**src/rtl/psf_pkg.sv**
```systemverilog
// Shared types and constants of the power-of-two weighted smoothing filter.
// Holds the payload structs, the job descriptor and the back-end state codes.
// No dependencies.
package psf_pkg;

  localparam int SAMPLE_BITS = 16;
  localparam int TAPS_LIMIT  = 15;
  localparam int CNT_W       = $clog2(TAPS_LIMIT + 1);
  localparam int HALF_W      = 3;

  localparam logic [HALF_W-1:0] HALF_RESET = 3'd2;

  typedef logic [HALF_W-1:0] half_t;

  typedef struct packed {
    logic signed [SAMPLE_BITS-1:0] sample;
    logic                          frame_end;
  } in_item_t;

  typedef struct packed {
    logic signed [SAMPLE_BITS-1:0] smoothed;
    logic                          run_end;
    logic                          frame_done;
    logic                          too_short;
  } out_item_t;

  typedef struct packed {
    logic             raw;
    logic             frame_end;
    half_t            half;
    logic [CNT_W-1:0] fill;
    logic [CNT_W-1:0] first_age;
    logic [CNT_W-1:0] count;
  } job_t;

  typedef enum logic [2:0] {
    B_IDLE,
    B_ACC,
    B_START,
    B_DIV,
    B_OUT
  } back_state_t;

endpackage

```
**src/rtl/pow2_weighted_smoothing_filter.sv**
```systemverilog
// Top level of the power-of-two weighted smoothing filter.
// Depends on psf_pkg, psf_front, psf_queue and psf_back.
//
// A sample is accepted while the two-entry job queue has room; a sample
// that produces results queues one job. The back end produces the results
// of a job one at a time: a raw result of a short frame goes straight to the
// output state, while a smoothed result accumulates its taps, starts the
// divider, waits until the divider reports completion and then goes to the
// output state. Each job passes through the idle state before its first
// result, and a result not yet popped holds the back end. The pace of
// results is set by the shared tap accumulator and the bit-serial divider
// in the back end. The half span register is latched at the first sample
// of each frame.
module pow2_weighted_smoothing_filter #(
  parameter int MAX_TAPS = 11
) (
  input  logic               clk,
  input  logic               rst_n,
  input  psf_pkg::in_item_t  in_item,
  input  logic               push,
  output logic               full,
  output psf_pkg::out_item_t out_item,
  output logic               empty,
  input  logic               pop,
  input  logic               cfg_valid,
  output logic               cfg_ready,
  input  psf_pkg::half_t     cfg_data
);
  import psf_pkg::*;

  logic                                 q_full;
  logic                                 q_empty;
  logic                                 enq;
  logic                                 deq;
  job_t                                 enq_job;
  job_t                                 head_job;
  logic [MAX_TAPS-1:0][SAMPLE_BITS-1:0] enq_win;
  logic [MAX_TAPS-1:0][SAMPLE_BITS-1:0] head_win;

  psf_front #(
    .MAX_TAPS(MAX_TAPS)
  ) u_front (
    .clk      (clk),
    .rst_n    (rst_n),
    .in_item  (in_item),
    .push     (push),
    .full     (full),
    .cfg_valid(cfg_valid),
    .cfg_ready(cfg_ready),
    .cfg_data (cfg_data),
    .q_full   (q_full),
    .enq      (enq),
    .job      (enq_job),
    .win      (enq_win)
  );

  psf_queue #(
    .MAX_TAPS(MAX_TAPS)
  ) u_queue (
    .clk     (clk),
    .rst_n   (rst_n),
    .enq     (enq),
    .enq_job (enq_job),
    .enq_win (enq_win),
    .deq     (deq),
    .q_full  (q_full),
    .q_empty (q_empty),
    .head_job(head_job),
    .head_win(head_win)
  );

  psf_back #(
    .MAX_TAPS(MAX_TAPS)
  ) u_back (
    .clk     (clk),
    .rst_n   (rst_n),
    .q_empty (q_empty),
    .job     (head_job),
    .win     (head_win),
    .deq     (deq),
    .pop     (pop),
    .empty   (empty),
    .out_item(out_item)
  );

  a_no_enq_when_full: assert property (@(posedge clk) disable iff (!rst_n)
    enq |-> !q_full)
    else $error("Job queued while the job queue is full.");

  a_no_deq_when_empty: assert property (@(posedge clk) disable iff (!rst_n)
    deq |-> !q_empty)
    else $error("Job retired while the job queue is empty.");

  a_done_ends_run: assert property (@(posedge clk) disable iff (!rst_n)
    (!empty && out_item.frame_done) |-> out_item.run_end)
    else $error("Frame done flagged on a result that does not end its run.");

endmodule

```
**src/rtl/psf_front.sv**
```systemverilog
// Front end: accepts samples, keeps the sample window, frame fill and span,
// and queues a job for each sample that has results. Depends on psf_pkg.
module psf_front #(
  parameter int MAX_TAPS = 11
) (
  input  logic                                         clk,
  input  logic                                         rst_n,
  input  psf_pkg::in_item_t                            in_item,
  input  logic                                         push,
  output logic                                         full,
  input  logic                                         cfg_valid,
  output logic                                         cfg_ready,
  input  psf_pkg::half_t                               cfg_data,
  input  logic                                         q_full,
  output logic                                         enq,
  output psf_pkg::job_t                                job,
  output logic [MAX_TAPS-1:0][psf_pkg::SAMPLE_BITS-1:0] win
);
  import psf_pkg::*;

  localparam int MAX_HALF = (MAX_TAPS - 1) / 2;

  half_t                             cfg_half_r;
  half_t                             span_r;
  logic [CNT_W-1:0]                  fill_r;
  logic [MAX_TAPS-1:0][SAMPLE_BITS-1:0] win_r;
  logic [MAX_TAPS-1:0][SAMPLE_BITS-1:0] win_nxt;

  logic             accept;
  logic             has_job;
  half_t            h;
  logic [CNT_W-1:0] taps;
  logic [CNT_W-1:0] fill_new;
  logic             was_full;

  assign accept    = push && !q_full;
  assign full      = q_full;
  assign cfg_ready = 1'b1;
  assign win_nxt   = {win_r[MAX_TAPS-2:0], in_item.sample};
  assign win       = win_nxt;
  assign enq       = accept && has_job;

  always_comb begin
    if (fill_r != '0) begin
      h = span_r;
    end else if (cfg_half_r == '0) begin
      h = HALF_W'(1);
    end else if (cfg_half_r > HALF_W'(MAX_HALF)) begin
      h = HALF_W'(MAX_HALF);
    end else begin
      h = cfg_half_r;
    end
    taps     = CNT_W'({h, 1'b0}) + CNT_W'(1);
    was_full = fill_r >= taps;
    fill_new = was_full ? fill_r : fill_r + CNT_W'(1);

    job.raw       = 1'b0;
    job.frame_end = in_item.frame_end;
    job.half      = h;
    job.fill      = fill_new;
    job.first_age = CNT_W'(h);
    job.count     = CNT_W'(1);
    has_job       = 1'b0;
    if (!in_item.frame_end) begin
      if (was_full) begin
        has_job = 1'b1;
      end else if (fill_new == taps) begin
        has_job       = 1'b1;
        job.first_age = taps - CNT_W'(1);
        job.count     = CNT_W'(h) + CNT_W'(1);
      end
    end else begin
      has_job = 1'b1;
      if (fill_new < taps) begin
        job.raw       = 1'b1;
        job.first_age = fill_new - CNT_W'(1);
        job.count     = fill_new;
      end else if (!was_full) begin
        job.first_age = taps - CNT_W'(1);
        job.count     = taps;
      end else begin
        job.count = CNT_W'(h) + CNT_W'(1);
      end
    end
  end

  always_ff @(posedge clk) begin
    if (!rst_n) begin
      cfg_half_r <= HALF_RESET;
      span_r     <= HALF_W'(1);
      fill_r     <= '0;
    end else begin
      if (cfg_valid) begin
        cfg_half_r <= cfg_data;
      end
      if (accept) begin
        span_r <= h;
        fill_r <= in_item.frame_end ? '0 : fill_new;
      end
    end
  end

  always_ff @(posedge clk) begin
    if (accept) begin
      win_r <= win_nxt;
    end
  end

endmodule

```
**src/rtl/psf_queue.sv**
```systemverilog
// Two-entry job queue between front and back end; each entry carries a job
// descriptor and a snapshot of the sample window. Depends on psf_pkg.
module psf_queue #(
  parameter int MAX_TAPS = 11
) (
  input  logic                                          clk,
  input  logic                                          rst_n,
  input  logic                                          enq,
  input  psf_pkg::job_t                                 enq_job,
  input  logic [MAX_TAPS-1:0][psf_pkg::SAMPLE_BITS-1:0] enq_win,
  input  logic                                          deq,
  output logic                                          q_full,
  output logic                                          q_empty,
  output psf_pkg::job_t                                 head_job,
  output logic [MAX_TAPS-1:0][psf_pkg::SAMPLE_BITS-1:0] head_win
);
  import psf_pkg::*;

  localparam int DEPTH = 2;
  localparam int PTR_W = $clog2(DEPTH);

  job_t                                 job_r [DEPTH];
  logic [MAX_TAPS-1:0][SAMPLE_BITS-1:0] win_r [DEPTH];
  logic [PTR_W-1:0]                     wr_ptr_r;
  logic [PTR_W-1:0]                     rd_ptr_r;
  logic [PTR_W:0]                       cnt_r;

  assign q_full   = cnt_r == (PTR_W + 1)'(DEPTH);
  assign q_empty  = cnt_r == '0;
  assign head_job = job_r[rd_ptr_r];
  assign head_win = win_r[rd_ptr_r];

  always_ff @(posedge clk) begin
    if (!rst_n) begin
      wr_ptr_r <= '0;
      rd_ptr_r <= '0;
      cnt_r    <= '0;
    end else begin
      if (enq) begin
        wr_ptr_r <= wr_ptr_r + PTR_W'(1);
      end
      if (deq) begin
        rd_ptr_r <= rd_ptr_r + PTR_W'(1);
      end
      if (enq && !deq) begin
        cnt_r <= cnt_r + (PTR_W + 1)'(1);
      end else if (deq && !enq) begin
        cnt_r <= cnt_r - (PTR_W + 1)'(1);
      end
    end
  end

  always_ff @(posedge clk) begin
    if (enq) begin
      job_r[wr_ptr_r] <= enq_job;
      win_r[wr_ptr_r] <= enq_win;
    end
  end

endmodule

```
**src/rtl/psf_div.sv**
```systemverilog
// Bit-serial restoring divider, one quotient bit per cycle.
// Used by the back end for the rounded weighted average. No dependencies.
module psf_div #(
  parameter int NUM_W = 25,
  parameter int DEN_W = 9
) (
  input  logic             clk,
  input  logic             rst_n,
  input  logic             start,
  input  logic [NUM_W-1:0] num,
  input  logic [DEN_W-1:0] den,
  output logic             done,
  output logic [NUM_W-1:0] quo
);

  localparam int CW = $clog2(NUM_W + 1);

  logic             busy_r;
  logic             done_r;
  logic [CW-1:0]    cnt_r;
  logic [NUM_W-1:0] num_r;
  logic [NUM_W-1:0] quo_r;
  logic [DEN_W-1:0] den_r;
  logic [DEN_W-1:0] rem_r;
  logic [DEN_W:0]   rem_sh;
  logic             fits;

  assign rem_sh = {rem_r, num_r[NUM_W-1]};
  assign fits   = rem_sh >= {1'b0, den_r};
  assign done   = done_r;
  assign quo    = quo_r;

  always_ff @(posedge clk) begin
    if (!rst_n) begin
      busy_r <= 1'b0;
      done_r <= 1'b0;
    end else begin
      done_r <= 1'b0;
      if (start) begin
        busy_r <= 1'b1;
      end else if (busy_r && cnt_r == CW'(1)) begin
        busy_r <= 1'b0;
        done_r <= 1'b1;
      end
    end
  end

  always_ff @(posedge clk) begin
    if (start) begin
      num_r <= num;
      den_r <= den;
      rem_r <= '0;
      quo_r <= '0;
      cnt_r <= CW'(NUM_W);
    end else if (busy_r) begin
      num_r <= {num_r[NUM_W-2:0], 1'b0};
      quo_r <= {quo_r[NUM_W-2:0], fits};
      rem_r <= fits ? DEN_W'(rem_sh - {1'b0, den_r}) : DEN_W'(rem_sh);
      cnt_r <= cnt_r - CW'(1);
    end
  end

endmodule

```
**src/rtl/psf_back.sv**
```systemverilog
// Back end: runs each job result by result, passing a raw result straight
// through or accumulating the weighted taps and dividing through psf_div,
// and holds the output register. Depends on psf_pkg and psf_div.
module psf_back #(
  parameter int MAX_TAPS = 11
) (
  input  logic                                          clk,
  input  logic                                          rst_n,
  input  logic                                          q_empty,
  input  psf_pkg::job_t                                 job,
  input  logic [MAX_TAPS-1:0][psf_pkg::SAMPLE_BITS-1:0] win,
  output logic                                          deq,
  input  logic                                          pop,
  output logic                                          empty,
  output psf_pkg::out_item_t                            out_item
);
  import psf_pkg::*;

  localparam int MAX_HALF = (MAX_TAPS - 1) / 2;
  localparam int SUMW     = SAMPLE_BITS + MAX_HALF + 3;
  localparam int WSW      = MAX_HALF + 3;
  localparam int NUM_W    = SUMW + 1;
  localparam int DEN_W    = WSW + 1;
  localparam int AIDX_W   = $clog2(MAX_TAPS);

  back_state_t              state_r, state_nxt;
  logic [CNT_W-1:0]         k_r, k_nxt;
  logic [AIDX_W-1:0]        age_r, age_nxt;
  logic [CNT_W-1:0]         t_r, t_nxt;
  logic signed [SUMW-1:0]   sum_r, sum_nxt;
  logic [WSW-1:0]           wsum_r, wsum_nxt;
  logic [SAMPLE_BITS-1:0]   res_r, res_nxt;
  logic                     out_valid_r, out_valid_nxt;
  out_item_t                out_item_r, out_item_nxt;

  logic                     slot_free;
  logic                     last_t;
  logic                     last_k;
  logic [CNT_W:0]           pos;
  logic [CNT_W:0]           src;
  logic                     incl;
  logic [CNT_W-1:0]         tap_off;
  half_t                    shift;
  logic signed [SUMW-1:0]   term;
  logic [WSW-1:0]           wterm;
  logic [SUMW-1:0]          mag;
  logic [SAMPLE_BITS-1:0]   q_low;
  logic                     div_start;
  logic                     div_done;
  logic [NUM_W-1:0]         div_num;
  logic [DEN_W-1:0]         div_den;
  logic [NUM_W-1:0]         div_quo;

  assign slot_free = !out_valid_r || pop;
  assign last_t    = t_r == CNT_W'({job.half, 1'b0});
  assign last_k    = k_r == job.count - CNT_W'(1);
  assign empty     = !out_valid_r;
  assign out_item  = out_item_r;

  // The tap at window age age+h-t is used when it lies inside the frame.
  always_comb begin
    pos     = (CNT_W + 1)'(age_r) + (CNT_W + 1)'(job.half);
    src     = pos - (CNT_W + 1)'(t_r);
    incl    = (pos >= (CNT_W + 1)'(t_r)) && (src < (CNT_W + 1)'(job.fill));
    tap_off = (t_r < CNT_W'(job.half)) ? CNT_W'(job.half) - t_r : t_r - CNT_W'(job.half);
    shift   = HALF_W'(CNT_W'(job.half) - tap_off);
    term  = '0;
    wterm = '0;
    if (incl) begin
      term  = SUMW'(signed'(win[src[AIDX_W-1:0]])) <<< shift;
      wterm = WSW'(1) << shift;
    end
    mag     = sum_r[SUMW-1] ? SUMW'(-sum_r) : SUMW'(sum_r);
    div_num = {mag, 1'b0} + NUM_W'(wsum_r);
    div_den = {wsum_r, 1'b0};
    q_low   = div_quo[SAMPLE_BITS-1:0];
  end

  psf_div #(
    .NUM_W(NUM_W),
    .DEN_W(DEN_W)
  ) u_div (
    .clk  (clk),
    .rst_n(rst_n),
    .start(div_start),
    .num  (div_num),
    .den  (div_den),
    .done (div_done),
    .quo  (div_quo)
  );

  always_comb begin
    state_nxt = state_r;
    case (state_r)
      B_IDLE: begin
        if (!q_empty) begin
          state_nxt = job.raw ? B_OUT : B_ACC;
        end
      end
      B_ACC: begin
        if (last_t) begin
          state_nxt = B_START;
        end
      end
      B_START: state_nxt = B_DIV;
      B_DIV: begin
        if (div_done) begin
          state_nxt = B_OUT;
        end
      end
      B_OUT: begin
        if (slot_free) begin
          if (last_k) begin
            state_nxt = B_IDLE;
          end else begin
            state_nxt = job.raw ? B_OUT : B_ACC;
          end
        end
      end
      default: state_nxt = B_IDLE;
    endcase
  end

  always_comb begin
    k_nxt        = k_r;
    age_nxt      = age_r;
    t_nxt        = t_r;
    sum_nxt      = sum_r;
    wsum_nxt     = wsum_r;
    res_nxt      = res_r;
    out_item_nxt = out_item_r;
    div_start    = 1'b0;
    deq          = 1'b0;
    out_valid_nxt = pop ? 1'b0 : out_valid_r;
    case (state_r)
      B_IDLE: begin
        k_nxt    = '0;
        age_nxt  = job.first_age[AIDX_W-1:0];
        t_nxt    = '0;
        sum_nxt  = '0;
        wsum_nxt = '0;
      end
      B_ACC: begin
        t_nxt    = t_r + CNT_W'(1);
        sum_nxt  = sum_r + term;
        wsum_nxt = wsum_r + wterm;
      end
      B_START: div_start = 1'b1;
      B_DIV: begin
        if (div_done) begin
          res_nxt = sum_r[SUMW-1] ? -q_low : q_low;
        end
      end
      B_OUT: begin
        if (slot_free) begin
          out_valid_nxt           = 1'b1;
          out_item_nxt.smoothed   = job.raw ? win[age_r] : res_r;
          out_item_nxt.run_end    = last_k;
          out_item_nxt.frame_done = last_k && job.frame_end;
          out_item_nxt.too_short  = job.raw;
          if (last_k) begin
            deq = 1'b1;
          end else begin
            k_nxt    = k_r + CNT_W'(1);
            age_nxt  = age_r - AIDX_W'(1);
            t_nxt    = '0;
            sum_nxt  = '0;
            wsum_nxt = '0;
          end
        end
      end
      default: begin
        k_nxt = '0;
      end
    endcase
  end

  always_ff @(posedge clk) begin
    if (!rst_n) begin
      state_r     <= B_IDLE;
      out_valid_r <= 1'b0;
    end else begin
      state_r     <= state_nxt;
      out_valid_r <= out_valid_nxt;
    end
  end

  always_ff @(posedge clk) begin
    k_r        <= k_nxt;
    age_r      <= age_nxt;
    t_r        <= t_nxt;
    sum_r      <= sum_nxt;
    wsum_r     <= wsum_nxt;
    res_r      <= res_nxt;
    out_item_r <= out_item_nxt;
  end

endmodule
```
**config.mk**
```make
export PLATFORM = sky130hd
export DESIGN_NAME = pow2_weighted_smoothing_filter
export DESIGN_NICKNAME = d
export VERILOG_FILES = /design/src/rtl/psf_pkg.sv /design/src/rtl/pow2_weighted_smoothing_filter.sv /design/src/rtl/psf_front.sv /design/src/rtl/psf_queue.sv /design/src/rtl/psf_div.sv /design/src/rtl/psf_back.sv
export SDC_FILE = /design/constraint.sdc
export NUM_CORES = 1
export LEC_CHECK = 0
export ABC_AREA = 1
export BUFFER_PORTS_ARGS = -buffer_cell sky130_fd_sc_hd__buf_2
export CAP_MARGIN = 10
export CELL_PAD_IN_SITES_DETAIL_PLACEMENT = 0
export CELL_PAD_IN_SITES_GLOBAL_PLACEMENT = 1
export CORE_AREA = 2 2 347 349
export CTS_CLUSTER_SIZE = 28
export DETAILED_ROUTE_END_ITERATION = 12
export DIE_AREA = 0 0 349 351
export PLACE_DENSITY_LB_ADDON = 0.1
export SLEW_MARGIN = 20
export SYNTH_ARGS = -nofsm -noshare
export SYNTH_HDL_FRONTEND = slang
export SYNTH_SLANG_ARGS = --single-unit
```
**constraint.sdc**
```tcl
create_clock -name clk -period 18.2 [get_ports clk]
set_clock_uncertainty 0.05 [all_clocks]
set_input_delay 0.91 -clock clk [delete_from_list [all_inputs] [get_ports clk]]
set_output_delay 0.91 -clock clk [all_outputs]
set_load 0.03 [all_outputs]
```
* Yosys cells after proc, flatten, opt, wreduce, memory -nomap -nowiden *
Memories as Yosys holds them, arrays and structs flattened. A register that Yosys moved wholly into a read port is not among the register bits.
Index checks and enable logic that the tools add are counted.
W data, S select, Z words.

word-level totals
  memories kept = 2
  bits of input ports = 25
  logic and storage cells = 187
  output and inout port bits = 22
  register bits after elaboration = 322
  bits in writable memories = 386

memories
  memory         depth  width  read ports  clocked after memory_dff  write ports  RTL line         RTL
  u_queue.win_r  2      176    1           1                         1            psf_queue.sv:23  logic [MAX_TAPS-1:0][SAMPLE_BITS-1:0] win_r [DEPTH];
  u_queue.job_r  2      17     1           1                         1            psf_queue.sv:22  job_t job_r [DEPTH];

cells by class
  bitwise operators = 2
  shift-type cells = 2
  reduce and logical (&&, ||, !) cells = 29
  eq/ne operators = 14
  magnitude comparators = 9
  add/sub/neg operators = 25
  mux-type cells = 69

operators by type and width
  kind                   number
  $bmux W16 S4           2
  $mux W24               4
  $pmux W24 S3           1
  $mux W16               4
  $mux W8                7
  $mux W25               2
  $mux W4                10
  $mux W3                10
  $add A25 B8 Y25        1
  $add A24 B24 Y24       1
  $neg A24 Y24           1
  $pmux W8 S3            1
  $sshl A16 B3 Y24       1
  $mux W1                21
  $add A4 B1 Y4 const B  4
  $neg A16 Y16           1
  $pmux W4 S2            2
  $sub A4 B1 Y4 const B  4
  $pmux W3 S5            1
  $eq A4 B4 Y1           3
  $pmux W4 S3            1
  $ge A10 B9 Y1          1
  $lt A4 B5 Y1 const B   2
  $mux W9                1
  other kinds (39)       64

* Longest topological paths before layout *
  depth in word-level cells = 16
  gate-level depth with buffers = 36

* By module *
From an unflattened synthesis, not the netlist that was laid out.

second synthesis, totals
  cells, all modules = 3146
  area, all modules = 34838.4 um^2

by module, submodules not included
  module     area an instance (um^2)  times used  cells each
  psf_queue  14208.6                  1           635
  psf_back   11083.1                  1           1752
  psf_front  6217.2                   1           376
  psf_div    3329.4                   1           383

* Worst setup path before layout *
No wires, ideal clock.

  path kind = register to register
  start point = register u_front.fill_r[0]
  end point = memory u_queue.job_r[1][0] (netlist name) (enable)
  setup time = 0.750 ns
  arrival time = 11.320 ns
  required time = 17.400 ns
  path slack = 6.080 ns
  stages on the path, launching flop included = 21
  cells stage by stage = dfxtp_1 > inv_1 > ha_1 > nand2_1 > nor2_1 > o21ai_0 > inv_1 > ha_1 > nand3_1 > nand2_1 > inv_1 > nand2_1 > nor3_1 > xor2_1 > inv_1 > ha_1 > and3_1 > nand2_1 > a31oi_1 > inv_1 > nor2_1

RTL lines
  item                      RTL line         RTL
  start: declaration        psf_front.sv:25  logic [CNT_W-1:0] fill_r;
  start signal: assignment  psf_front.sv:98  fill_r <= in_item.frame_end ? '0 : fill_new;
  end: declaration          psf_queue.sv:22

==> results.md <==
- RSZ-0062 raised after global routing: no
- Global Route Usage Sum: 0.157
- Final setup fails: 0
- GR Overflow Total: 0
- CTS buffer count: 86
- Die height: 351 um
- Unique cell type count in the Yosys netlist: 60
- Syn Area/Cell: 10.6 um2
- Data required time of the worst path: 18.65 ns
- Delay-heaviest family, CP: buffers and inverters
- CP bufs+invs: 8
- Worst Tran Pin Value: 1.04 ns
- Hold path start: u_front.win[171]
- Worst hold slack: 0.392 ns
- Largest cells by area after synthesis: edfxtp_1 (60%), nand2_1 (8.6%), nand3_1 (3.5%)
- Post-Syn Instances: 3106
- Fin crit share: 0.437
- CP Data Arrival Time: 8.40 ns
- Clock Sinks: 709
- Setup tns final: 0 ns
- Clock-pin slew on the worst setup and hold paths: 0.06 ns
- Routed Wire Length: 96800 um
- Worst-path maximum fanout: 48
- Most used routing layer: met2
- Status: complete, no violations
- Via count: 22600
- Row Count: 127
- Max Cap Violations: 0
- Leak: 14.2 nW
- Area growth, synth to finish: 14.2%
- Post-synth top area share: 0.598
- Layout cells sized above 1: 0.0932
- Utilization after layout: 0.317
- Critical path class: flop to flop
- Die width: 349 um
- CTS hold repair buffers: 0
- Ys async rst share: 0
- Top post-synthesis cells by count: nand2_1 (759), edfxtp_1 (658), nand3_1 (233)
- Worst path max stage delay: 0.75 ns
- I/O Buffers: 45
- Cell Pwr Density: 198 mW/mm2
- CP Capture Type: flop
- Post-Syn Area: 0.0330 mm2
- Worst path most repeated cell: nand2_1
- GPL Wtd Cong: 0.806
- CTS tree: done
- Fin nets: 3269
- Hold WC Path Type: flop to flop
- Clock Latency Late Sink: 0.68 ns
- EDFF count, synth: 658
- FMAX: 126 MHz
- First-pass GRT wire length: 146000 um
- CP max stage cell: dfxtp_4
- Yosys warns: 0
- First drt pass iteration count: 5
- Area leader, netlist: edfxtp_1
- DR iter-0 viols: 1611
- Die ar.: 0.122 mm2
- DP Wirelength: 62100 um
- Setup crit start kind: flop
- #FFs+latches synth: 709
- I/O pins: 47
- DR vias/cell: 4.73
- Most used DFF post-synth: edfxtp_1
- Wire per inst: 20.3 um
- Count leader, synth: nand2_1
- Largest net degree at the start of global routing: 137
- Post-CTS sizing: 0
- Final hold violation count: 0
- CTS Buffer Depth: 3
- Synthesized Nets: 3217
- Met3 Track Usage GR: 0.0225
- Setup bufs post-CTS: 0
- Drt drc: 0
- Antenna violations before repair: 1
- Sequential-to-total area share from yosys stat: 0.629
- Slew HR: 0.302
- Initial Util: 0.278
- Slew Viols, Final: 0
- Met1 Track Usage GR: 0.219
- ANT nets after route: 0
- Period minus WS final: 7.95 ns
- Met2 Track Usage GR: 0.257
- Core area: 0.119 mm2
- H-tree Lvls: 3
- Vias in the first global route: 22500
- Root Driver: clkbuf_16
- Worst IR drop on VDD: 138 uV
-- power breakdown --
part	switching, mW	total (mW)	internal (mW)
sequential	0.119	2.15	2.03
combinational	2.69	3.67	0.978
clock	0.704	1.63	0.930
-- layout by cell type (no fill, tap or decap), types with 11 or more instances in the layout --
cell type / Yosys / final
xor2_1: 40 / 39
nor3_1: 20 / 19
edfxtp_1: 658 / 658
dfxtp_1: 51 / 50
o211ai_1: 39 / 39
inv_2: 10 / 13
nor2_1: 205 / 200
buf_4: 16 / 37
mux2i_1: 64 / 64
nand4_1: 17 / 17
a22oi_1: 16 / 16
xnor2_1: 19 / 18
nand3_1: 233 / 233
clkinv_2: 0 / 19
a21oi_1: 201 / 201
inv_1: 219 / 214
o21ai_0: 179 / 177
or2_2: 39 / 39
nand2_1: 759 / 759
ha_1: 77 / 76
o21ai_1: 14 / 15
clkbuf_16: 0 / 88
clkbuf_1: 46 / 19
nand2_2: 11 / 11
buf_2: 44 / 45
o221ai_1: 13 / 13
clkinv_1: 4 / 21
-- sequential cells by signal (all words and copies together), names as in the netlist, 5 cells and up, named ones only --
signal              count
u_queue.win_r         352
u_back.u_div.den_r      8
u_back.wsum_r           8
u_back.u_div.quo       16
u_back.res_r           16
u_queue.job_r          34
u_back.u_div.rem_r      9
u_back.u_div.num_r     25
u_front.win           160
u_back.sum_r           24
u_back.u_div.cnt_r      5
u_back.out_item        19
-- kinds of logic (layout without fill, tap and decap cells) --
| group | count (synthesis) | in the layout | synth area share |
|---|---|---|---|
| AND/OR/NAND/NOR | 1309 | 1309 | 0.166 |
| other | 1 | 2 | 0.000113 |
| adder cells (fa/ha/maj) | 86 | 86 | 0.0346 |
| buffers and inverters | 355 | 480 | 0.0453 |
| XOR/XNOR | 60 | 60 | 0.0161 |
| multiplexers | 65 | 65 | 0.0197 |
| flip-flops | 709 | 709 | 0.629 |
| AO/OA/AOI/OAI | 521 | 521 | 0.0893 |
-- through the flow --
| stage | instance area, um2 | std cells | worst slack [ns] | power [mW] |
|---|---|---|---|---|
| final | 37700 | 4780 | 10.25 | 7.45 |
| after global routing | 37700 | 4779 | 9.61 | 8.03 |
| after CTS | 37700 | 4779 | 9.98 | 7.56 |
| after detailed placement | 35000 | 4618 | 10.05 | 5.89 |
| after global placement | 35000 | 4618 | 10.15 | 5.87 |
| after floorplan | 33000 | 3106 | 6.08 | 4.54 |
-- worst reg2reg max path: cells and delay by family, from the launching register on --
kind	cells	cell delay [ns]
AO/OA/AOI/OAI	6	1.42
adder cells (fa/ha/maj)	5	1.91
buffers and inverters	8	2.14
flip-flops	1	0.75
AND/OR/NAND/NOR	10	1.52
-- layout make-up --
cell class / count / area, um2
diodes: 1 / 2.50
clock buffers: 112 / 2340
clock inverters: 49 / 373
fillers: 12100 / 81300
inverters: 234 / 888
multi-input cells: 2042 / 10800
flip-flops and latches: 709 / 20800
well taps: 1548 / 1940
repair buffers: 85 / 563
-- worst paths after layout --
check	to	slack, ns	cells past startpoint
worst max-delay path	u_back.sum_r[18]	10.25	29
worst max register to register	u_back.sum_r[18]	10.25	29
worst min-delay path	u_queue.win_r[0][171]	0.39	0
worst min register to register	u_queue.win_r[0][171]	0.39	0
-- routing by layer --
layer  part of all wire  vias up
met5                  0        -
met4              0.022        0
met3              0.038      135
met2               0.46      456
met1               0.47    11000
li1                   -    11000
No activity file was read; power rests on OpenSTA's default activity.
